File: config.mk
export PLATFORM = sky130hd
export DESIGN_NAME = mpab_emit
export DESIGN_NICKNAME = d
export VERILOG_FILES = /design/src/hw/rtl/mpab_pkg.sv /design/src/hw/rtl/mpab_emit.sv
export VERILOG_INCLUDE_DIRS = /design/src /design/src/hw/rtl
export SDC_FILE = /design/constraint.sdc
export NUM_CORES = 1
export LEC_CHECK = 0
export BUFFER_PORTS_ARGS = -buffer_cell sky130_fd_sc_hd__buf_2
export CAP_MARGIN = 20
export CORE_AREA = 3 3 109 111
export DETAILED_ROUTE_END_ITERATION = 7
export DIE_AREA = 0 0 112 114
export GPL_ROUTABILITY_DRIVEN = 1
export PLACE_DENSITY = 0.9
export SETUP_SLACK_MARGIN = 0.2
export SKIP_CTS_REPAIR_TIMING = 1
export SLEW_MARGIN = 20
export SYNTH_ARGS = -nofsm -noshare
export SYNTH_HDL_FRONTEND = slang
export SYNTH_SLANG_ARGS = --single-unit
File: constraint.sdc
create_clock -name clk -period 4.33 [get_ports clk]
set_clock_uncertainty 0.1 [all_clocks]
set_input_delay 0.433 -clock clk [delete_from_list [all_inputs] [get_ports clk]]
set_output_delay 0.433 -clock clk [all_outputs]
set_load 0.05 [all_outputs]
File: src/hw/rtl/max_pool_with_argmax_backprop_defines.svh
// Assertion macros shared by the max pool with argmax block.
// Each macro expects signals named clk and rst in the scope where it is used.
`ifndef MAX_POOL_WITH_ARGMAX_BACKPROP_DEFINES_SVH
`define MAX_POOL_WITH_ARGMAX_BACKPROP_DEFINES_SVH

// Same-cycle implication, disabled during reset.
`define MPAB_ASSERT_IMP(lbl, ante, cons, msg) \
  lbl: assert property (@(posedge clk) disable iff (rst) (ante) |-> (cons)) else $error(msg);

// Next-cycle implication, disabled during reset.
`define MPAB_ASSERT_NXT(lbl, ante, cons, msg) \
  lbl: assert property (@(posedge clk) disable iff (rst) (ante) |=> (cons)) else $error(msg);

`endif

File: src/hw/rtl/mpab_pkg.sv
// Types and constants for the max pool with argmax block.
// No dependencies; the position, emit and top-level files import this package.
package mpab_pkg;

  localparam int SAMPLE_BITS  = 16;
  localparam int CH_BITS      = 4;
  localparam int ROW_BITS     = 6;
  localparam int COL_BITS     = 6;
  localparam int DIM_BITS     = 7;
  localparam int CHN_CFG_BITS = 5;
  localparam int POOL_BITS    = 3;
  localparam int OFF_BITS     = 4;
  localparam int STEP_BITS    = 2;
  localparam int CELL_BITS    = CH_BITS + ROW_BITS + COL_BITS;
  localparam int CFG_BITS     = 7;
  localparam int CFG_IDX_BITS = 2;

  localparam int MAX_WIDTH    = 64;
  localparam int MAX_HEIGHT   = 64;
  localparam int MAX_CHANNELS = 16;
  localparam int MAX_POOL     = 4;

  localparam int RESET_POOL   = 2;

  typedef enum logic [CFG_IDX_BITS-1:0] {
    REG_IMAGE_WIDTH   = 2'd0,
    REG_IMAGE_HEIGHT  = 2'd1,
    REG_CHANNEL_COUNT = 2'd2,
    REG_POOL_SIZE     = 2'd3
  } cfg_reg_t;

  // Configuration as stored: already clamped to the legal range.
  typedef struct packed {
    logic [DIM_BITS-1:0]     width;
    logic [DIM_BITS-1:0]     height;
    logic [CHN_CFG_BITS-1:0] channels;
    logic [POOL_BITS-1:0]    pool;
  } cfg_t;

  typedef struct packed {
    logic signed [SAMPLE_BITS-1:0] value;
    logic [OFF_BITS-1:0]           offset;
  } line_entry_t;

  // One decoded request handed from the position stage to the emit stage.
  typedef struct packed {
    logic                          fwd;
    logic signed [SAMPLE_BITS-1:0] val;
    logic [CH_BITS-1:0]            ch;
    logic [ROW_BITS-1:0]           orow;
    logic [COL_BITS-1:0]           ocol;
    logic [OFF_BITS-1:0]           off;
    logic                          win_end;
    logic [ROW_BITS-1:0]           base_row;
    logic [COL_BITS-1:0]           base_col;
    logic [POOL_BITS-1:0]          pool;
  } item_t;

  typedef struct packed {
    logic                we;
    logic [COL_BITS-1:0] addr;
    line_entry_t         data;
  } line_wr_t;

  typedef struct packed {
    logic                 we;
    logic [CELL_BITS-1:0] addr;
    logic [OFF_BITS-1:0]  data;
  } arg_wr_t;

  typedef struct packed {
    logic                          kind;
    logic signed [SAMPLE_BITS-1:0] value;
    logic [CH_BITS-1:0]            ch;
    logic [ROW_BITS-1:0]           row;
    logic [COL_BITS-1:0]           col;
    logic                          last;
  } result_t;

endpackage

File: src/hw/rtl/mpab_emit.sv
// Emit stage: line store read-modify-write with bypass, argmax write,
// backward gradient sequencer and output register. Depends on mpab_pkg.
`include "max_pool_with_argmax_backprop_defines.svh"
module mpab_emit import mpab_pkg::*; (
  input  logic                clk,
  input  logic                rst,
  input  logic                accept,
  input  item_t               item,
  input  logic                item_work,
  input  line_entry_t         line_rdata,
  input  logic [OFF_BITS-1:0] arg_rdata,
  input  logic                out_tready,
  output logic                free,
  output line_wr_t            line_wr,
  output arg_wr_t             arg_wr,
  output logic                out_valid,
  output result_t             out_res
);

  logic                 b_valid;
  item_t                b_item;
  logic                 line_hit, arg_hit;
  line_entry_t          line_byp;
  logic [OFF_BITS-1:0]  arg_byp;
  logic [STEP_BITS-1:0] dy, dx;
  logic [OFF_BITS-1:0]  boff;

  line_entry_t          cur, upd;
  logic [OFF_BITS-1:0]  arg;
  logic [STEP_BITS-1:0] pool_m1;
  logic                 out_slot, fwd_fire, beat_fire, last_beat, b_done, emit;
  result_t              res_next;

  always_comb begin
    cur     = line_hit ? line_byp : line_rdata;
    arg     = arg_hit ? arg_byp : arg_rdata;
    pool_m1 = STEP_BITS'(b_item.pool - POOL_BITS'(1));

    // First pixel of a window restarts the running maximum; ties keep the old one.
    if (b_item.off == '0) begin
      upd.value  = b_item.val;
      upd.offset = '0;
    end else if ($signed(b_item.val) > $signed(cur.value)) begin
      upd.value  = b_item.val;
      upd.offset = b_item.off;
    end else begin
      upd = cur;
    end

    out_slot  = !out_valid || out_tready;
    fwd_fire  = b_valid && b_item.fwd && (!b_item.win_end || out_slot);
    beat_fire = b_valid && !b_item.fwd && out_slot;
    last_beat = (dy == pool_m1) && (dx == pool_m1);
    b_done    = fwd_fire || (beat_fire && last_beat);
    free      = !b_valid || b_done;
    emit      = (fwd_fire && b_item.win_end) || beat_fire;

    line_wr.we   = fwd_fire;
    line_wr.addr = b_item.ocol;
    line_wr.data = upd;

    arg_wr.we   = fwd_fire && b_item.win_end;
    arg_wr.addr = {b_item.ch, b_item.orow, b_item.ocol};
    arg_wr.data = upd.offset;

    if (b_item.fwd) begin
      res_next.kind  = 1'b0;
      res_next.value = upd.value;
      res_next.ch    = b_item.ch;
      res_next.row   = b_item.orow;
      res_next.col   = b_item.ocol;
      res_next.last  = 1'b1;
    end else begin
      res_next.kind  = 1'b1;
      res_next.value = (boff == arg) ? b_item.val : '0;
      res_next.ch    = b_item.ch;
      res_next.row   = b_item.base_row + ROW_BITS'(dy);
      res_next.col   = b_item.base_col + COL_BITS'(dx);
      res_next.last  = last_beat;
    end
  end

  always_ff @(posedge clk) begin
    if (rst) begin
      b_valid   <= 1'b0;
      out_valid <= 1'b0;
      dy        <= '0;
      dx        <= '0;
      boff      <= '0;
    end else begin
      if (accept) begin
        b_valid <= item_work;
      end else if (b_done) begin
        b_valid <= 1'b0;
      end
      if (emit) begin
        out_valid <= 1'b1;
      end else if (out_tready) begin
        out_valid <= 1'b0;
      end
      if (accept) begin
        dy   <= '0;
        dx   <= '0;
        boff <= '0;
      end else if (beat_fire) begin
        if (dx == pool_m1) begin
          dx <= '0;
          dy <= dy + STEP_BITS'(1);
        end else begin
          dx <= dx + STEP_BITS'(1);
        end
        boff <= boff + OFF_BITS'(1);
      end
    end
  end

  // Payload registers; the memory read issued with this request misses a
  // write landing in the same cycle, so capture that write for bypass.
  always_ff @(posedge clk) begin
    if (accept) begin
      b_item   <= item;
      line_hit <= line_wr.we && (line_wr.addr == item.ocol);
      line_byp <= line_wr.data;
      arg_hit  <= arg_wr.we && (arg_wr.addr == {item.ch, item.orow, item.ocol});
      arg_byp  <= arg_wr.data;
    end
    if (emit) begin
      out_res <= res_next;
    end
  end

  `MPAB_ASSERT_NXT(a_line_hit_src, accept && !line_wr.we, !line_hit, "line bypass without write")
  `MPAB_ASSERT_IMP(a_beat_offset, b_valid && !b_item.fwd, boff == OFF_BITS'(dy) * OFF_BITS'(b_item.pool) + OFF_BITS'(dx), "beat offset out of step")
  `MPAB_ASSERT_IMP(a_step_in_window, b_valid && !b_item.fwd, (dx <= pool_m1) && (dy <= pool_m1), "beat outside window")

endmodule

==> impl_summary.md <==
Setup path
In this run the worst path has a maximum fanout of 20. The critical path is of the flip-flop to primary output type. STA classifies the critical path startpoint as a flip-flop. The endpoint kind of the worst setup timing path is a primary output. The startpoint of the worst-slack reg-to-reg timing path is line_hit$_DFFE_PP_. The critical path starts at line_hit$_DFFE_PP_. STA puts the critical path data arrival time at 3.58 ns. Setup slack on the worst reg-to-reg path comes out at 1.12 ns. Data on the critical path is required at its endpoint by 3.80 ns.

Synthesis
Each instance of the synthesized netlist takes up on average 13.6 um2. The predominant post-synthesis flop cell is edfxtp_1. The post-synthesis cell type with the largest combined area is edfxtp_1.

The netlist area before placement is 5690 um2. After synthesis, the most frequently instantiated cells are edfxtp_1, mux2i_1, buf_4. The number of warnings printed during yosys synthesis is 0.

Yosys mapped the design onto 46 distinct sky130hd cell types. For this run, the register share of the synthesized area comes to 60.5%. In the post-synthesis netlist, the biggest area contributors are edfxtp_1, mux2i_1, ha_1.

The share of the synthesized area in the top cell type is 57.0%. The fraction of registers with async set/reset is 0%. The count of flip-flops with a built-in enable after synthesis is 108. The number of nets in the synthesized netlist is 523. Counting flops and latches in the post-synthesis netlist gives 118.

In the synthesized netlist, the number of instances is 418. Among all cell types in the netlist, the one instantiated most often is edfxtp_1.

Floorplan
In this run the horizontal extent of the chip is 112 um. The area of the die is 12800 um2. The height of the die is 114 um. The area of the placeable core is 10900 um2.

The boundary pin count is 166. The number of placement rows is 38. The initial cell density of the core is 52.3%.

Route
Wires add up to 14.7 mm. The first detailed-routing pass ran for 5 iterations. The number of vias per cell after detailed routing is 5.42. After the first detailed-routing iteration, the DRC count stood at 337. The DRC violations left is 0.

The overall via count from detail_route is 4105. The post-route antenna net violation count is 0. The detailed-route wire length per cell is 19.4 um.

Clock tree
TritonCTS built the clock tree. The clock reaches the later pin of the worst-skew pair after 0.51 ns. The clock edge transition at the registers on the reported setup and hold paths is 0.06 ns.

The number of clock sinks is 118. The tree is rooted in a clkbuf_8. The clock tree synthesis step divided the H-tree into 4 levels. The clock passes through at most 2 buffers.

The number of buffers created by CTS is 17.

Timing
The final hold violation count was 0. The remaining max-slew budget at the tightest pin is 32.8%. The final hold slack is 0.0208 ns.

The final count of pins violating max slew is 0. Of the available clock period, the critical path in the final layout requires 94.9%. The worst path setup slack after routing is 0.221 ns. Setup repair after global routing could not meet its margin everywhere.

For the pin with the worst max-slew slack, the measured transition is 1.01 ns. The maximum clock rate is 243 MHz. The total setup violations reported at the end of the flow is 0. The clock period minus final worst setup slack is 4.11 ns.

Global route
The initial antenna violation count is 0. The number of global-route vias before repair was 4031. Across every metal layer, demand over resource in global routing totals 20.9%. After global routing the overflow that remains totals 0. Entering global routing, the biggest net connects 78 pins. The first-pass GRT wire length is 20.7 mm.

Min path
In this run the most critical hold path is launched from item[23]. The class of the tightest hold or removal check is input port to flip-flop.

Cells and area
The finished cells cover 7620 um2. Once layout is complete, the utilization of the core stands at 70.0%. After the last flow step, the layout net total stands at 709.

Of the cells placed in the final design, the portion with a size suffix greater than 1 is 37.1%. The growth of design area from synthesis to finish is 33.9%. The count of inserted antenna diode cells is 0.

Run
The tool flagged a number of max-cap violations equal to 0.

Pwr
The peak ir drop on the vdd network is 0.000297 V. The reported leakage power is 3.10 nW. Power spread over the standard cell area amounts to 476 nW/um2.

Place
The post-placement cell area is 6450 um2. The final RePlAce weighted congestion is 0.827. The detailed placer's ending HPWL is 9.25 mm. The post-placement setup slack is 0.533 ns. Buffers placed on the I/O ports in this run total 164.

Run status
The run finished with clean final reports.
[power by group]
| group | leakage (nW) | internal [W] | switching [W] |
|---|---|---|---|
| combinational | 1.69 | 0.000276 | 0.000528 |
| sequential | 1.12 | 0.00136 | 0.0000584 |
| clock | 0.285 | 0.000923 | 0.000480 |
[area by class of cell]
| type | instances | area [um2] |
|---|---|---|
| sequential | 118 | 3440 |
| fill | 738 | 3270 |
| multi-input combinational | 235 | 1980 |
| timing repair buffer | 206 | 1340 |
| clock buffer | 20 | 425 |
| tap | 140 | 175 |
| clock inverter | 12 | 159 |
| inverter | 26 | 97.6 |
[cells in the final DEF, fill, tap and decap left out, drive strengths merged, types with 16 or more instances in the layout]
| cell | instances |
|---|---|
| inv | 26 |
| edfxtp | 108 |
| xor2 | 20 |
| buf | 166 |
| nand2 | 25 |
| ha | 21 |
| dlygate4sd3 | 37 |
| mux2i | 39 |
| xnor2 | 16 |
| clkbuf | 23 |
[registers in the layout, summed over array words and instances (netlist names)]
signal / count
line_byp: 16
out_res: 34
boff: 4
arg_wr: 16
b_item: 36
dy: 2
arg_byp: 4
line_hit: 1
b_valid: 1
arg_hit: 1
dx: 2
out_valid: 1
[critical path: stages, from the launching register on]
cell and delay, ns:
edfxtp_1 0.37, buf_12 0.23, mux2i_1 0.41, ha_1 0.36, a21oi_1 0.15, o21ai_0 0.13
a21oi_1 0.25, a31oi_4 0.16, a21oi_4 0.25, clkbuf_16 0.22, mux2i_1 0.27, buf_4 0.25
[through the flow]
stage,std cells,TNS (ns),power (W)
2_1_floorplan,418,0,0.00196
3_3_place_gp,687,0,0.00210
3_5_place_dp,687,0,0.00213
4_1_cts,719,-0.494,0.00352
5_1_grt,757,0,0.00374
6_report,757,0,0.00362
[path summary, 6_finish.rpt]
check / end / cells after the start
setup / recovery: line_wr[16] / 11
setup reg to reg: line_byp[4]$_DFFE_PP_ / 10
hold / removal: arg_wr[7]$_DFFE_PP_ / 1
hold reg to reg: out_res[16]$_DFFE_PP_ / 0
[cell families (layout without fill, tap and decap cells)]
group                      count (synthesis)  after routing  share of synthesized area, %
muxes                                     46             46                          8.24
buffers and inverters                     65            264                          6.57
AOI/OAI and AO/OA                         51             51                          6.77
xor gates and xnor gates                  36             36                          5.54
adders and majority gates                 23             23                          5.32
DFF                                      118            118                          60.5
and+or+nand+nor                           79             79                          7.06
[routing by layer]
layer | track usage [%] | part of all wire [%] | vias up
met4 | 9.46 | 2.6 | 0
met3 | 4.77 | 6.1 | 34
met2 | 36.8 | 54 | 188
li1 | - | - | 1888
met1 | 24.6 | 37 | 1995
met5 | 0 | 0 | -
No activity file was read; power rests on OpenSTA's default activity.
