--- src/hw/rtl/max_pool_with_argmax_backprop_defines.svh ---
// Assertion macros shared by the max pool with argmax block.
// Each macro expects signals named clk and rst in the scope where it is used.
`ifndef MAX_POOL_WITH_ARGMAX_BACKPROP_DEFINES_SVH
`define MAX_POOL_WITH_ARGMAX_BACKPROP_DEFINES_SVH

// Same-cycle implication, disabled during reset.
`define MPAB_ASSERT_IMP(lbl, ante, cons, msg) \
  lbl: assert property (@(posedge clk) disable iff (rst) (ante) |-> (cons)) else $error(msg);

// Next-cycle implication, disabled during reset.
`define MPAB_ASSERT_NXT(lbl, ante, cons, msg) \
  lbl: assert property (@(posedge clk) disable iff (rst) (ante) |=> (cons)) else $error(msg);

`endif

--- src/hw/rtl/mpab_pkg.sv ---
// Types and constants for the max pool with argmax block.
// No dependencies; the position, emit and top-level files import this package.
package mpab_pkg;

  localparam int SAMPLE_BITS  = 16;
  localparam int CH_BITS      = 4;
  localparam int ROW_BITS     = 6;
  localparam int COL_BITS     = 6;
  localparam int DIM_BITS     = 7;
  localparam int CHN_CFG_BITS = 5;
  localparam int POOL_BITS    = 3;
  localparam int OFF_BITS     = 4;
  localparam int STEP_BITS    = 2;
  localparam int CELL_BITS    = CH_BITS + ROW_BITS + COL_BITS;
  localparam int CFG_BITS     = 7;
  localparam int CFG_IDX_BITS = 2;

  localparam int MAX_WIDTH    = 64;
  localparam int MAX_HEIGHT   = 64;
  localparam int MAX_CHANNELS = 16;
  localparam int MAX_POOL     = 4;

  localparam int RESET_POOL   = 2;

  typedef enum logic [CFG_IDX_BITS-1:0] {
    REG_IMAGE_WIDTH   = 2'd0,
    REG_IMAGE_HEIGHT  = 2'd1,
    REG_CHANNEL_COUNT = 2'd2,
    REG_POOL_SIZE     = 2'd3
  } cfg_reg_t;

  // Configuration as stored: already clamped to the legal range.
  typedef struct packed {
    logic [DIM_BITS-1:0]     width;
    logic [DIM_BITS-1:0]     height;
    logic [CHN_CFG_BITS-1:0] channels;
    logic [POOL_BITS-1:0]    pool;
  } cfg_t;

  typedef struct packed {
    logic signed [SAMPLE_BITS-1:0] value;
    logic [OFF_BITS-1:0]           offset;
  } line_entry_t;

  // One decoded request handed from the position stage to the emit stage.
  typedef struct packed {
    logic                          fwd;
    logic signed [SAMPLE_BITS-1:0] val;
    logic [CH_BITS-1:0]            ch;
    logic [ROW_BITS-1:0]           orow;
    logic [COL_BITS-1:0]           ocol;
    logic [OFF_BITS-1:0]           off;
    logic                          win_end;
    logic [ROW_BITS-1:0]           base_row;
    logic [COL_BITS-1:0]           base_col;
    logic [POOL_BITS-1:0]          pool;
  } item_t;

  typedef struct packed {
    logic                we;
    logic [COL_BITS-1:0] addr;
    line_entry_t         data;
  } line_wr_t;

  typedef struct packed {
    logic                 we;
    logic [CELL_BITS-1:0] addr;
    logic [OFF_BITS-1:0]  data;
  } arg_wr_t;

  typedef struct packed {
    logic                          kind;
    logic signed [SAMPLE_BITS-1:0] value;
    logic [CH_BITS-1:0]            ch;
    logic [ROW_BITS-1:0]           row;
    logic [COL_BITS-1:0]           col;
    logic                          last;
  } result_t;

endpackage

--- src/hw/rtl/mpab_position.sv ---
// Raster position counters and request decode for forward and backward items.
// Depends on mpab_pkg.
module mpab_position import mpab_pkg::*; (
  input  logic                          clk,
  input  logic                          rst,
  input  cfg_t                          cfg,
  input  logic                          accept,
  input  logic                          action,
  input  logic signed [SAMPLE_BITS-1:0] sample,
  output item_t                         item,
  output logic                          item_work
);

  localparam int RECIP3       = 43;
  localparam int RECIP3_SHIFT = 7;

  // Quotient by the pool size; divide by three via reciprocal, exact below 128.
  function automatic logic [DIM_BITS-1:0] pool_div(input logic [DIM_BITS-1:0] v,
                                                   input logic [POOL_BITS-1:0] p);
    logic [DIM_BITS+RECIP3_SHIFT-1:0] prod;
    prod = {{RECIP3_SHIFT{1'b0}}, v} * (DIM_BITS + RECIP3_SHIFT)'(RECIP3);
    case (p)
      3'd2:    return v >> 1;
      3'd3:    return DIM_BITS'(prod >> RECIP3_SHIFT);
      3'd4:    return v >> 2;
      default: return v;
    endcase
  endfunction

  logic [CH_BITS-1:0]  fwd_ch, bwd_ch;
  logic [ROW_BITS-1:0] fwd_row, bwd_row;
  logic [COL_BITS-1:0] fwd_col, bwd_col;

  logic [DIM_BITS-1:0]     pool_w, col, row, f_ocol, f_orow, rx, ry;
  logic [DIM_BITS-1:0]     col_inc, row_inc, off_full;
  logic [CHN_CFG_BITS-1:0] chn, ch_inc;
  logic                    fwd_in;
  logic [DIM_BITS-1:0]     ow, oh, bcol, brow, bcol_inc, brow_inc;
  logic [CHN_CFG_BITS-1:0] bch, bch_inc;
  logic                    bwd_empty;

  logic [CH_BITS-1:0]  fwd_ch_next, bwd_ch_next;
  logic [ROW_BITS-1:0] fwd_row_next, bwd_row_next;
  logic [COL_BITS-1:0] fwd_col_next, bwd_col_next;

  always_comb begin
    pool_w = DIM_BITS'(cfg.pool);

    // Wrap any counter left beyond its bound by a register change.
    col = ({1'b0, fwd_col} >= cfg.width)  ? '0 : {1'b0, fwd_col};
    row = ({1'b0, fwd_row} >= cfg.height) ? '0 : {1'b0, fwd_row};
    chn = ({1'b0, fwd_ch} >= cfg.channels) ? '0 : {1'b0, fwd_ch};

    f_ocol = pool_div(col, cfg.pool);
    f_orow = pool_div(row, cfg.pool);
    rx     = col - DIM_BITS'(f_ocol * pool_w);
    ry     = row - DIM_BITS'(f_orow * pool_w);
    // Inside the pooled area when the window holding this pixel fits the map.
    fwd_in = (DIM_BITS'(col - rx) + pool_w <= cfg.width) &&
             (DIM_BITS'(row - ry) + pool_w <= cfg.height);
    off_full = DIM_BITS'(ry * pool_w) + rx;

    col_inc = col + DIM_BITS'(1);
    row_inc = row + DIM_BITS'(1);
    ch_inc  = chn + CHN_CFG_BITS'(1);
    fwd_col_next = COL_BITS'(col_inc);
    fwd_row_next = ROW_BITS'(row);
    fwd_ch_next  = CH_BITS'(chn);
    if (col_inc >= cfg.width) begin
      fwd_col_next = '0;
      fwd_row_next = ROW_BITS'(row_inc);
      if (row_inc >= cfg.height) begin
        fwd_row_next = '0;
        fwd_ch_next  = (ch_inc >= cfg.channels) ? '0 : CH_BITS'(ch_inc);
      end
    end

    ow = pool_div(cfg.width, cfg.pool);
    oh = pool_div(cfg.height, cfg.pool);
    bwd_empty = (ow == '0) || (oh == '0);
    bcol = ({1'b0, bwd_col} >= ow) ? '0 : {1'b0, bwd_col};
    brow = ({1'b0, bwd_row} >= oh) ? '0 : {1'b0, bwd_row};
    bch  = ({1'b0, bwd_ch} >= cfg.channels) ? '0 : {1'b0, bwd_ch};

    bcol_inc = bcol + DIM_BITS'(1);
    brow_inc = brow + DIM_BITS'(1);
    bch_inc  = bch + CHN_CFG_BITS'(1);
    bwd_col_next = COL_BITS'(bcol_inc);
    bwd_row_next = ROW_BITS'(brow);
    bwd_ch_next  = CH_BITS'(bch);
    if (bcol_inc >= ow) begin
      bwd_col_next = '0;
      bwd_row_next = ROW_BITS'(brow_inc);
      if (brow_inc >= oh) begin
        bwd_row_next = '0;
        bwd_ch_next  = (bch_inc >= cfg.channels) ? '0 : CH_BITS'(bch_inc);
      end
    end

    item.fwd      = !action;
    item.val      = sample;
    item.ch       = action ? CH_BITS'(bch)   : CH_BITS'(chn);
    item.orow     = action ? ROW_BITS'(brow) : ROW_BITS'(f_orow);
    item.ocol     = action ? COL_BITS'(bcol) : COL_BITS'(f_ocol);
    item.off      = OFF_BITS'(off_full);
    item.win_end  = (rx == pool_w - DIM_BITS'(1)) && (ry == pool_w - DIM_BITS'(1));
    item.base_row = ROW_BITS'(brow * pool_w);
    item.base_col = COL_BITS'(bcol * pool_w);
    item.pool     = cfg.pool;
    // Drop remainder pixels and backward requests on an empty output grid.
    item_work     = action ? !bwd_empty : fwd_in;
  end

  always_ff @(posedge clk) begin
    if (rst) begin
      fwd_ch  <= '0;
      fwd_row <= '0;
      fwd_col <= '0;
      bwd_ch  <= '0;
      bwd_row <= '0;
      bwd_col <= '0;
    end else if (accept) begin
      if (!action) begin
        fwd_ch  <= fwd_ch_next;
        fwd_row <= fwd_row_next;
        fwd_col <= fwd_col_next;
      end else if (!bwd_empty) begin
        bwd_ch  <= bwd_ch_next;
        bwd_row <= bwd_row_next;
        bwd_col <= bwd_col_next;
      end
    end
  end

endmodule

--- config.mk ---
export PLATFORM = sky130hd
export DESIGN_NAME = mpab_position
export DESIGN_NICKNAME = d
export VERILOG_FILES = /design/src/hw/rtl/max_pool_with_argmax_backprop_defines.svh /design/src/hw/rtl/mpab_pkg.sv /design/src/hw/rtl/mpab_position.sv
export SDC_FILE = /design/constraint.sdc
export NUM_CORES = 1
export LEC_CHECK = 0
export BUFFER_PORTS_ARGS = -buffer_cell sky130_fd_sc_hd__clkbuf_2
export CORE_MARGIN = 2
export CORE_UTILIZATION = 55
export CTS_BUF_LIST = sky130_fd_sc_hd__clkbuf_4 sky130_fd_sc_hd__clkbuf_8
export DETAILED_ROUTE_END_ITERATION = 10
export GPL_TIMING_DRIVEN = 0
export HOLD_SLACK_MARGIN = 0.03
export PLACE_DENSITY = 0.75
export REMOVE_ABC_BUFFERS = 1
export SYNTH_ARGS = -nofsm -noshare
export SYNTH_HDL_FRONTEND = slang
export SYNTH_SLANG_ARGS = --single-unit
--- constraint.sdc ---
create_clock -name clk -period 10.1 [get_ports clk]
set_clock_uncertainty 0.15 [all_clocks]
set_input_delay 0.505 -clock clk [delete_from_list [all_inputs] [get_ports clk]]
set_output_delay 0.505 -clock clk [all_outputs]
set_load 0.01 [all_outputs]
==> results of run 1 <==
[what timing repair did]
item                       4_1_cts  5_1_grt
setup endpoints to repair        2        2
setup buffers                    3        8
pin swaps                        2       13
resized for setup               14       54
gates cloned                     0        2
[cells by family (layout without fill, tap and decap cells)]
family	Yosys count	after routing	share of synthesized area [%]
AO/OA/AOI/OAI	263	264	16.9
XOR/XNOR	80	80	6.78
adder cells (fa/ha/maj)	307	307	41.0
buffers and inverters	237	259	9.51
flip-flops	32	32	6.20
multiplexers	20	20	2.02
AND/OR/NAND/NOR	369	369	17.5
[sequential cells by signal (all words and copies together) (netlist names)]
| register | cells |
|---|---|
| bwd_row | 6 |
| fwd_ch | 4 |
| fwd_col | 6 |
| bwd_col | 6 |
| bwd_ch | 4 |
| fwd_row | 6 |
[through the flow]
stage / instance area (µm²) / instances / util (%) / power, mW / hold slack [ns]
after CTS: 10800 / 1555 / 57.9 / 0.683 / 0.324
after global placement: 10600 / 1544 / 57.1 / 0.555 / 0.308
after floorplan: 10000 / 1247 / - / 0.452 / 0.288
final: 11000 / 1565 / 59.1 / 0.690 / 0.329
after global routing: 11000 / 1565 / 59.1 / 0.757 / 0.352
after detailed placement: 10600 / 1544 / 57.2 / 0.570 / 0.316
[area by class of cell]
cell class,count,area share [%]
clock buffers,6,0.752
clock inverters,2,0.0911
inverters,176,6.04
multi-input cells,1040,80.9
flip-flops and latches,32,5.86
well taps,234,2.67
repair buffers,75,3.75
[layout by cell type, fill, tap and decap left out, types with 5 or more instances in the layout]
master	synthesis	routed
sky130_fd_sc_hd__o21ai_1	5	7
sky130_fd_sc_hd__xor2_1	28	26
sky130_fd_sc_hd__a222oi_1	6	6
sky130_fd_sc_hd__clkbuf_2	0	59
sky130_fd_sc_hd__nand2_1	89	84
sky130_fd_sc_hd__inv_2	2	11
sky130_fd_sc_hd__o21bai_1	8	7
sky130_fd_sc_hd__o211ai_1	6	6
sky130_fd_sc_hd__fa_1	53	53
sky130_fd_sc_hd__and2_1	24	19
sky130_fd_sc_hd__a22oi_1	7	5
sky130_fd_sc_hd__ha_1	254	252
sky130_fd_sc_hd__nand2_2	2	5
sky130_fd_sc_hd__nand4_1	9	9
sky130_fd_sc_hd__mux2i_1	16	16
sky130_fd_sc_hd__o21a_1	6	6
sky130_fd_sc_hd__and2_4	0	5
sky130_fd_sc_hd__inv_1	174	164
sky130_fd_sc_hd__or2_2	5	5
sky130_fd_sc_hd__nand3_1	47	47
sky130_fd_sc_hd__nor2_1	90	87
sky130_fd_sc_hd__xnor2_1	52	51
sky130_fd_sc_hd__nand2b_1	28	28
sky130_fd_sc_hd__and3_1	9	9
sky130_fd_sc_hd__nor3_1	19	19
sky130_fd_sc_hd__o21ai_0	41	36
sky130_fd_sc_hd__a22o_1	9	9
sky130_fd_sc_hd__clkbuf_8	0	6
sky130_fd_sc_hd__a211oi_1	5	5
sky130_fd_sc_hd__a21oi_1	85	78
sky130_fd_sc_hd__buf_4	19	10
sky130_fd_sc_hd__a21oi_2	2	9
sky130_fd_sc_hd__dfxtp_1	32	30
sky130_fd_sc_hd__nor2b_1	24	22
sky130_fd_sc_hd__a21o_1	39	39
[worst max path at each step]
stage,to,cells after the start,slack [ns]
floorplan,item_work,44,1.00
global placement,item_work,44,-0.66
detailed placement,item_work,44,-0.76
CTS,item_work,46,0.01
global route,item_work,44,-0.05
finish,item_work,44,0.40
[per-layer routing]
layer | share of wire [%] | vias to the layer above | track usage (%) | wire length (µm)
li1 | - | 4530 | - | -
met1 | 43 | 4368 | 34.2 | 11500
met2 | 49 | 293 | 47.1 | 13000
met3 | 6.1 | 47 | 3.87 | 1640
met4 | 2.4 | 0 | 6.68 | 650
met5 | 0 | - | 0 | 0
[report_power, final]
group	switching (mW)	leakage, nW	internal, mW
sequential	0.00183	0.259	0.128
clock	0.0565	0.0510	0.0545
combinational	0.264	5.55	0.186
[worst register-to-register path, delay by kind of cell (launching register included)]
family          cells  cell delay, ns
buf+inv             2            0.26
xor+xnor            1            0.16
compound gates      9            1.92
fa+ha+maj           3            0.90
flops               1            0.39
simple gates        6            1.07
==> parameters.txt, run 1 <==
Parameter                              Value

Run status
  Run status ... complete, no violations

Logic synthesis
  Netlist cell types ... 75
  Commonest cells in the netlist ... sky130_fd_sc_hd__ha_1, sky130_fd_sc_hd__inv_1, sky130_fd_sc_hd__nor2_1
  Most common cell in the netlist ... sky130_fd_sc_hd__ha_1
  Synthesized area divided by synthesized cell count ... 7.90 µm²
  Sequential fraction of the synthesis area ... 6.20%
  Number of warning messages in the yosys log ... 0
  Cell taking the most area after synthesis ... sky130_fd_sc_hd__ha_1
  Async set-or-reset flop fraction in the synthesized netlist ... 0%
  EDFF count, synth ... 0
  Cells taking the most area after synthesis ... sky130_fd_sc_hd__ha_1, sky130_fd_sc_hd__fa_1, sky130_fd_sc_hd__inv_1, sky130_fd_sc_hd__dfxtp_1, sky130_fd_sc_hd__xnor2_1
  Most common flop cell mapped by yosys ... sky130_fd_sc_hd__dfxtp_1
  Flops & latches, synth ... 32
  Synthesized instance count ... 1308
  Top cell type's share of synthesized area ... 30.8%
  Post-synthesis cell area ... 10300 µm²

Worst hold path
  Path type of the worst min-delay path ... register to register
  End point of the worst hold path ... fwd_col[5]$_SDFFE_PP0P_
  Count of cells along the worst hold path ... 2
  Hold wc startpoint ... fwd_col[5]$_SDFFE_PP0P_

Timing
  Final WS setup ... 0.403 ns
  Final count of hold timing violations ... 0
  Final setup violation count ... 0
  Slew at the pin with the worst max-slew slack ... 1.24 ns
  Shortest period the worst path allows ... 9.70 ns
  Worst rel slew slack ... 17.2%
  Portion of the clock cycle consumed by the worst path in the final layout ... 96.0%
  Max Clk Rate ... 103 MHz
  Final count of pins violating max slew ... 0
  Fin Setup TNS ... 0 ns

Worst setup path
  CP Buf/Inv Count ... 9
  Setup Crit Path Kind ... input port to output pin
  Critical Path Start Type ... input port
  Critical Path RT ... 9.45 ns
  Arrival time at the worst endpoint ... 9.04 ns
  Register-to-register setup slack ... 5.19 ns
  Max incr delay on CP ... 0.54 ns
  Most common cell type on the critical path ... sky130_fd_sc_hd__ha_1
  Reg2reg end ... bwd_row[2]$_SDFFE_PP0P_
  Cell family contributing the most delay on the critical path ... adder cells
  Worst reg-to-reg path cell count ... 21
  Highest-delay cell along the critical path ... sky130_fd_sc_hd__fa_1
  CP Max Fanout ... 7
  Critical Path Source ... cfg[20]
  Reg-to-reg startpoint ... bwd_row[0]$_SDFFE_PP0P_
  Critical path capture point type ... output pin

Finish
  Layout net count ... 1679
  Number of antenna diodes ... 0
  Number of fill cells ... 1711
  Ratio of cells with drive above 1 in the final layout ... 11.4%
  Total area of multi-input combinational cells ... 8880 µm²
  Area taken by flip-flops and latches ... 643 µm²
  Relative area change from synthesis to final layout ... 6.31%

Detailed routing
  Wire length after detailed routing ... 26.8 mm
  Detail Route Antenna Nets ... 0
  WL per Instance ... 17.1 µm
  First DRT Iteration DRCs ... 662
  Via density per instance ... 5.90
  Detailed-routing iteration count for the pre-antenna-repair pass ... 7
  DRC errors left ... 0
  Total number of vias ... 9238

Clock network
  CTS H-tree depth ... 2
  Root cell of the clock tree ... sky130_fd_sc_hd__clkbuf_8
  Clk sink count ... 32
  Insertion delay of the later-clocked pin in the worst-skew pair ... 0.30 ns
  Cts hold-fix bufs ... 0
  Worst-path clk slew ... 0.07 ns
  Clock buffer depth ... 2
  Number of buffers created by CTS ... 5
  TritonCTS clock tree ... done

Die
  Area enclosed by the die boundary ... 19900 µm²
  Core outline area ... 18600 µm²
  Overall die height ... 141 µm
  Top-level port count ... 96
  Starting Density ... 55.6%
  Number of rows in the core area ... 50
  Horizontal die dimension ... 141 µm

Global routing
  Initial antenna violation count ... 0
  Number of global-route vias before repair ... 8915
  Global route overflow ... 0
  Pin count of the biggest net entering global routing ... 35
  Wire length of the first global-routing pass ... 43.5 mm
  Total routing resource utilization after global routing ... 26.7%

Placed design
  Post-Place Setup Slack ... -0.763 ns
  Placed wire-length estimate after detailed placement ... 20.9 mm
  Port buffer count ... 63
  Gpl congestion ... 0.890

Pwr
  Power per unit of standard cell area ... 62.8 nW/µm²
  Static leakage ... 5.86 nW
  Worst vdd ir ... 0.0441 mV

Run
  Count of maximum capacitance violations ... 0
(Power assumes the default switching activity.)
==> inputs of run 2 (changes only) <==
BUFFER_PORTS_ARGS = not set   (was -buffer_cell sky130_fd_sc_hd__clkbuf_2)
CORE_UTILIZATION = 40   (was 55)
DONT_BUFFER_PORTS = 1   (was not set)
PLACE_DENSITY = not set   (was 0.75)
==> parameters.txt, run 2 (synthesis results as in run 1) <==
Parameter                              Value

Die
  Core outline area ... 25300 µm²
  Starting Density ... 40.9%
  Overall die height ... 165 µm
  Area enclosed by the die boundary ... 27100 µm²
  Horizontal die dimension ... 165 µm
  Number of rows in the core area ... 58
  Top-level port count ... 96

Finish
  Number of fill cells ... 2630
  Layout net count ... 1613
  Relative area change from synthesis to final layout ... 3.68%
  Layout Utilization ... 42.4%
  Ratio of cells with drive above 1 in the final layout ... 5.45%
  Number of antenna diodes ... 0
  Most common library cell in the layout ignoring fill and taps ... sky130_fd_sc_hd__ha_1
  Commonest non-fill, non-tap cells in the layout ... sky130_fd_sc_hd__ha_1, sky130_fd_sc_hd__inv_1, sky130_fd_sc_hd__nor2_1

Timing
  Worst rel slew slack ... 23.3%
  Final count of pins violating max slew ... 0
  Shortest period the worst path allows ... 9.66 ns
  Slew at the pin with the worst max-slew slack ... 1.15 ns
  Portion of the clock cycle consumed by the worst path in the final layout ... 95.6%
  Final setup violation count ... 0
  Fin Setup TNS ... 0 ns
  Max Clk Rate ... 104 MHz
  Final count of hold timing violations ... 0

Pwr
  Internal power consumption ... 359 µW
  Part of the total power dissipated in the clock network ... 17.7%
  Static leakage ... 5.57 nW
  Share of power burned in registers ... 19.5%
  NetSw ... 302 µW
  Net switching share of the total power ... 45.7%
  Gate power share ... 62.8%
  Worst vdd ir ... 0.0364 mV
  Power per unit of standard cell area ... 61.7 nW/µm²
  Total Power ... 661 µW

Placed design
  Placed wire-length estimate after detailed placement ... 22.0 mm
  Gpl congestion ... 0.849
  Port buffer count ... 0

Worst setup path
  Most common cell type on the critical path ... sky130_fd_sc_hd__ha_1
  Critical path capture point type ... output pin
  CP Max Fanout ... 6
  Highest-delay cell along the critical path ... sky130_fd_sc_hd__fa_1
  Max incr delay on CP ... 0.54 ns
  Critical Path Start Type ... register
  Setup Crit Path Kind ... register to output pin
  Critical Path RT ... 9.45 ns
  Arrival time at the worst endpoint ... 9.00 ns

Clock network
  Clock buffer depth ... 2
  TritonCTS clock tree ... done
  Number of buffers created by CTS ... 5
  Cts hold-fix bufs ... 0
  CTS H-tree depth ... 2
  Insertion delay of the later-clocked pin in the worst-skew pair ... 0.30 ns
  Root cell of the clock tree ... sky130_fd_sc_hd__clkbuf_8
  Worst-path clk slew ... 0.09 ns
  Clk sink count ... 32

Global routing
  Initial antenna violation count ... 0
  Number of global-route vias before repair ... 8634
  Pin count of the biggest net entering global routing ... 35
  Total routing resource utilization after global routing ... 21.2%
  Global route overflow ... 0
  Wire length of the first global-routing pass ... 45.6 mm

Detailed routing
  WL per Instance ... 17.5 µm
  Wire length after detailed routing ... 28.0 mm
  Detail Route Antenna Nets ... 0
  Detailed-routing iteration count for the pre-antenna-repair pass ... 5
  Total number of vias ... 8769
  DRC errors left ... 0
  Via density per instance ... 5.50
  First DRT Iteration DRCs ... 609

Run status
  Run status ... complete, no violations

Worst hold path
  Path type of the worst min-delay path ... input port to register

Run
  Count of maximum capacitance violations ... 0
-- run 2: path summary, 6_finish.rpt --
kind	startpoint	end	slack, ns	cells past startpoint
min reg2reg	fwd_col[5]$_SDFFE_PP0P_	fwd_col[5]$_SDFFE_PP0P_	0.34	2
min	rst	bwd_row[0]$_SDFFE_PP0P_	0.10	1
max	fwd_row[0]$_SDFFE_PP0P_	item_work	0.44	43
max reg2reg	bwd_row[0]$_SDFFE_PP0P_	bwd_row[2]$_SDFFE_PP0P_	5.19	21
-- run 2: layout make-up --
| cell class | count | area [µm²] | area share (%) |
|---|---|---|---|
| Clock buffer | 6 | 82.6 | 0.771 |
| Clock inverter | 2 | 15.0 | 0.140 |
| Inverter | 176 | 661 | 6.17 |
| Multi-Input combinational cell | 1039 | 8820 | 82.3 |
| Sequential cell | 32 | 646 | 6.03 |
| Tap cell | 330 | 413 | 3.85 |
| Timing Repair Buffer | 10 | 75.1 | 0.701 |
-- run 2: what timing repair did --
item                                    4_1_cts  5_1_grt
pin swaps                                     3       14
gates resized for setup                       9       33
endpoints found under the setup margin        2        2
buffers inserted                              4        6
-- run 2: per-stage QoR --
stage                     hold slack [ns]  instances  instance area, µm²  setup slack, ns
final                               0.105       1595               10700            0.445
after global routing               0.0929       1595               10700          -0.0422
after CTS                           0.101       1589               10600           0.0166
after detailed placement            0.328       1577               10400           -0.694
after global placement              0.327       1577               10400           -0.681
after floorplan                     0.288       1247               10000             1.00
-- run 2: power groups by stage --
stage | Clock [mW] | Combinational (mW) | Sequential, mW
floorplan | 0 | 0.320 | 0.132
global placement | 0 | 0.402 | 0.132
detailed placement | 0 | 0.411 | 0.132
CTS | 0.119 | 0.415 | 0.129
global route | 0.122 | 0.477 | 0.129
finish | 0.117 | 0.415 | 0.129
-- run 2: critical path: cells and delay by family, from the launching register on --
| family | cells | cell delay, ns |
|---|---|---|
| AOI/OAI and AO/OA | 13 | 2.21 |
| and+or+nand+nor | 8 | 0.92 |
| DFF | 1 | 0.38 |
| xor gates and xnor gates | 4 | 0.83 |
| adders and majority gates | 11 | 3.80 |
| buffers and inverters | 7 | 0.54 |
-- run 2: per-layer routing --
metal | up-vias | part of all wire (%) | wire length, µm | GRT usage [%]
met3 | 31 | 5.5 | 1540 | 3.16
met2 | 214 | 47 | 13100 | 36.3
li1 | 4400 | - | - | -
met1 | 4124 | 46 | 12800 | 28.2
met5 | - | 0 | 0 | 0
met4 | 0 | 1.7 | 482 | 4.39
==> inputs of run 3 (changes only) <==
==> constraint.sdc (replaced) <==
create_clock -name clk -period 10.1 [get_ports clk]
set_clock_uncertainty 0.15 [all_clocks]
set_input_delay 1.515 -clock clk [delete_from_list [all_inputs] [get_ports clk]]
set_output_delay 1.515 -clock clk [all_outputs]
set_load 0.01 [all_outputs]
==> parameters.txt, run 3 (synthesis results as in run 1) <==
Parameter                              Value

Worst setup path
  Arrival time at the worst endpoint ... 9.31 ns
  Critical Path RT ... 8.44 ns
  Register-to-register setup slack ... 5.21 ns
  Setup Crit Path Kind ... input port to output pin
  Reg2reg end ... bwd_row[2]$_SDFFE_PP0P_
  Max incr delay on CP ... 0.49 ns
  CP Max Fanout ... 6
  Highest-delay cell along the critical path ... sky130_fd_sc_hd__fa_1
  Worst reg-to-reg path cell count ... 21
  Most common cell type on the critical path ... sky130_fd_sc_hd__ha_4
  Critical Path Start Type ... input port
  Reg-to-reg startpoint ... bwd_col[0]$_SDFFE_PP0P_
  Critical path capture point type ... output pin

Finish
  Relative area change from synthesis to final layout ... 13.2%
  Layout Utilization ... 46.3%
  Number of antenna diodes ... 0
  Most common library cell in the layout ignoring fill and taps ... sky130_fd_sc_hd__ha_1
  Ratio of cells with drive above 1 in the final layout ... 15.3%
  Layout net count ... 1655
  Final instance area ... 11700 µm²
  Commonest non-fill, non-tap cells in the layout ... sky130_fd_sc_hd__ha_1, sky130_fd_sc_hd__inv_1, sky130_fd_sc_hd__nand2_1, sky130_fd_sc_hd__nor2_1, sky130_fd_sc_hd__a21oi_1

Die
  Horizontal die dimension ... 165 µm
  Number of rows in the core area ... 58
  Overall die height ... 165 µm
  Top-level port count ... 96
  Starting Density ... 40.9%
  Area enclosed by the die boundary ... 27100 µm²
  Core outline area ... 25300 µm²

Timing
  Worst rel slew slack ... 14.3%
  Fin Setup TNS ... -2.02 ns
  Slew at the pin with the worst max-slew slack ... 1.28 ns
  Max Clk Rate ... 91.1 MHz
  Shortest period the worst path allows ... 10.98 ns
  Portion of the clock cycle consumed by the worst path in the final layout ... 109%
  Final count of hold timing violations ... 0
  Final count of pins violating max slew ... 0
  Final WS setup ... -0.879 ns
  Final setup violation count ... 4
  Unrepaired setup endpoints after global routing ... yes
  Worst hold margin ... 0.360 ns

Worst hold path
  Count of cells along the worst hold path ... 2
  End point of the worst hold path ... bwd_row[0]$_SDFFE_PP0P_
  Path type of the worst min-delay path ... register to register
  Hold wc startpoint ... bwd_row[0]$_SDFFE_PP0P_

Run status
  Run status ... complete, but fails checks
  Violations in the final reports ... setup timing

Detailed routing
  Wire length after detailed routing ... 29.8 mm
  Top sig layer ... met4
  WL per Instance ... 18.2 µm
  Routed wire length on met3 ... 1.74 mm
  First DRT Iteration DRCs ... 724
  Via density per instance ... 5.56
  Detail Route Antenna Nets ... 0
  DRC errors left ... 0
  Detailed-routing iteration count for the pre-antenna-repair pass ... 7
  Detailed-route wire length on metal 1 ... 13.2 mm
  Met2 wire len ... 14.1 mm
  Total number of vias ... 9099

Placed design
  Port buffer count ... 0
  Placed wire-length estimate after detailed placement ... 22.0 mm
  Post-Place Cell Area ... 10400 µm²
  Gpl congestion ... 0.849

Pwr
  Power per unit of standard cell area ... 58.7 nW/µm²
  Static leakage ... 5.81 nW
  Worst vdd ir ... 0.0364 mV

Clock network
  Insertion delay of the later-clocked pin in the worst-skew pair ... 0.31 ns
  Root cell of the clock tree ... sky130_fd_sc_hd__clkbuf_8
  Cts hold-fix bufs ... 0
  TritonCTS clock tree ... done
  Clock buffer depth ... 2
  CTS H-tree depth ... 2
  Clk sink count ... 32
  Number of buffers created by CTS ... 5
  Worst-path clk slew ... 0.09 ns

Run
  Count of maximum capacitance violations ... 0

Global routing
  Total routing resource utilization after global routing ... 22.4%
  Number of global-route vias before repair ... 9112
  Global route overflow ... 0
  Pin count of the biggest net entering global routing ... 35
  Initial antenna violation count ... 0
  Wire length of the first global-routing pass ... 48.1 mm
[run 3: cell types whose count changed in the layout (fill, tap and decap cells not counted), sizes merged]
cell	before	now
inv	176	169
buf	10	52
clkinvlp	2	9
[run 3: repair_timing]
action                                  4_1_cts  5_1_grt
endpoints found under the setup margin        4        5
pin swaps                                    77       22
resized for setup                           144       25
cloned                                        0        0
setup buffers                                48        5
[run 3: where the power goes]
group	leakage [nW]	internal, mW	switching [mW]
Clock	0.0434	0.0554	0.0627
Combinational	5.51	0.190	0.249
Sequential	0.258	0.128	0.00191
[run 3: stage by stage]
stage	total power [mW]	instances	worst slack, ns
global placement	0.534	1577	-2.70
floorplan	0.452	1247	-1.02
CTS	0.685	1633	-0.938
global route	0.752	1637	-1.21
detailed placement	0.544	1577	-2.71
finish	0.686	1637	-0.879
[run 3: worst max-delay path, delay by kind of cell]
family	cells	cell delay [ns]
compound gates	12	1.94
xor+xnor	4	0.83
fa+ha+maj	11	3.67
simple gates	8	0.88
buf+inv	7	0.46
[run 3: final cells by class]
type	instances	area (µm²)
clock inverter	2	15.0
multi-input combinational	1039	9420
inverter	176	704
clock buffer	6	82.6
fill	2511	13600
sequential	32	641
tap	330	413
timing repair buffer	52	420
[run 3: metal layers]
metal / vias up / track usage [%]
met5: - / 0
met1: 4296 / 28.9
met4: 0 / 5.49
li1: 4493 / -
met3: 44 / 3.39
met2: 266 / 39.3
[run 3: worst max path at each step]
stage                       start        end  slack [ns]  cells past startpoint
after floorplan           cfg[10]  item_work       -1.02                     44
after global placement    cfg[10]  item_work       -2.70                     42
after detailed placement  cfg[10]  item_work       -2.71                     42
after CTS                 cfg[13]  item_work       -0.94                     43
after global routing      cfg[13]  item_work       -1.21                     43
final                     cfg[13]  item_work       -0.88                     42
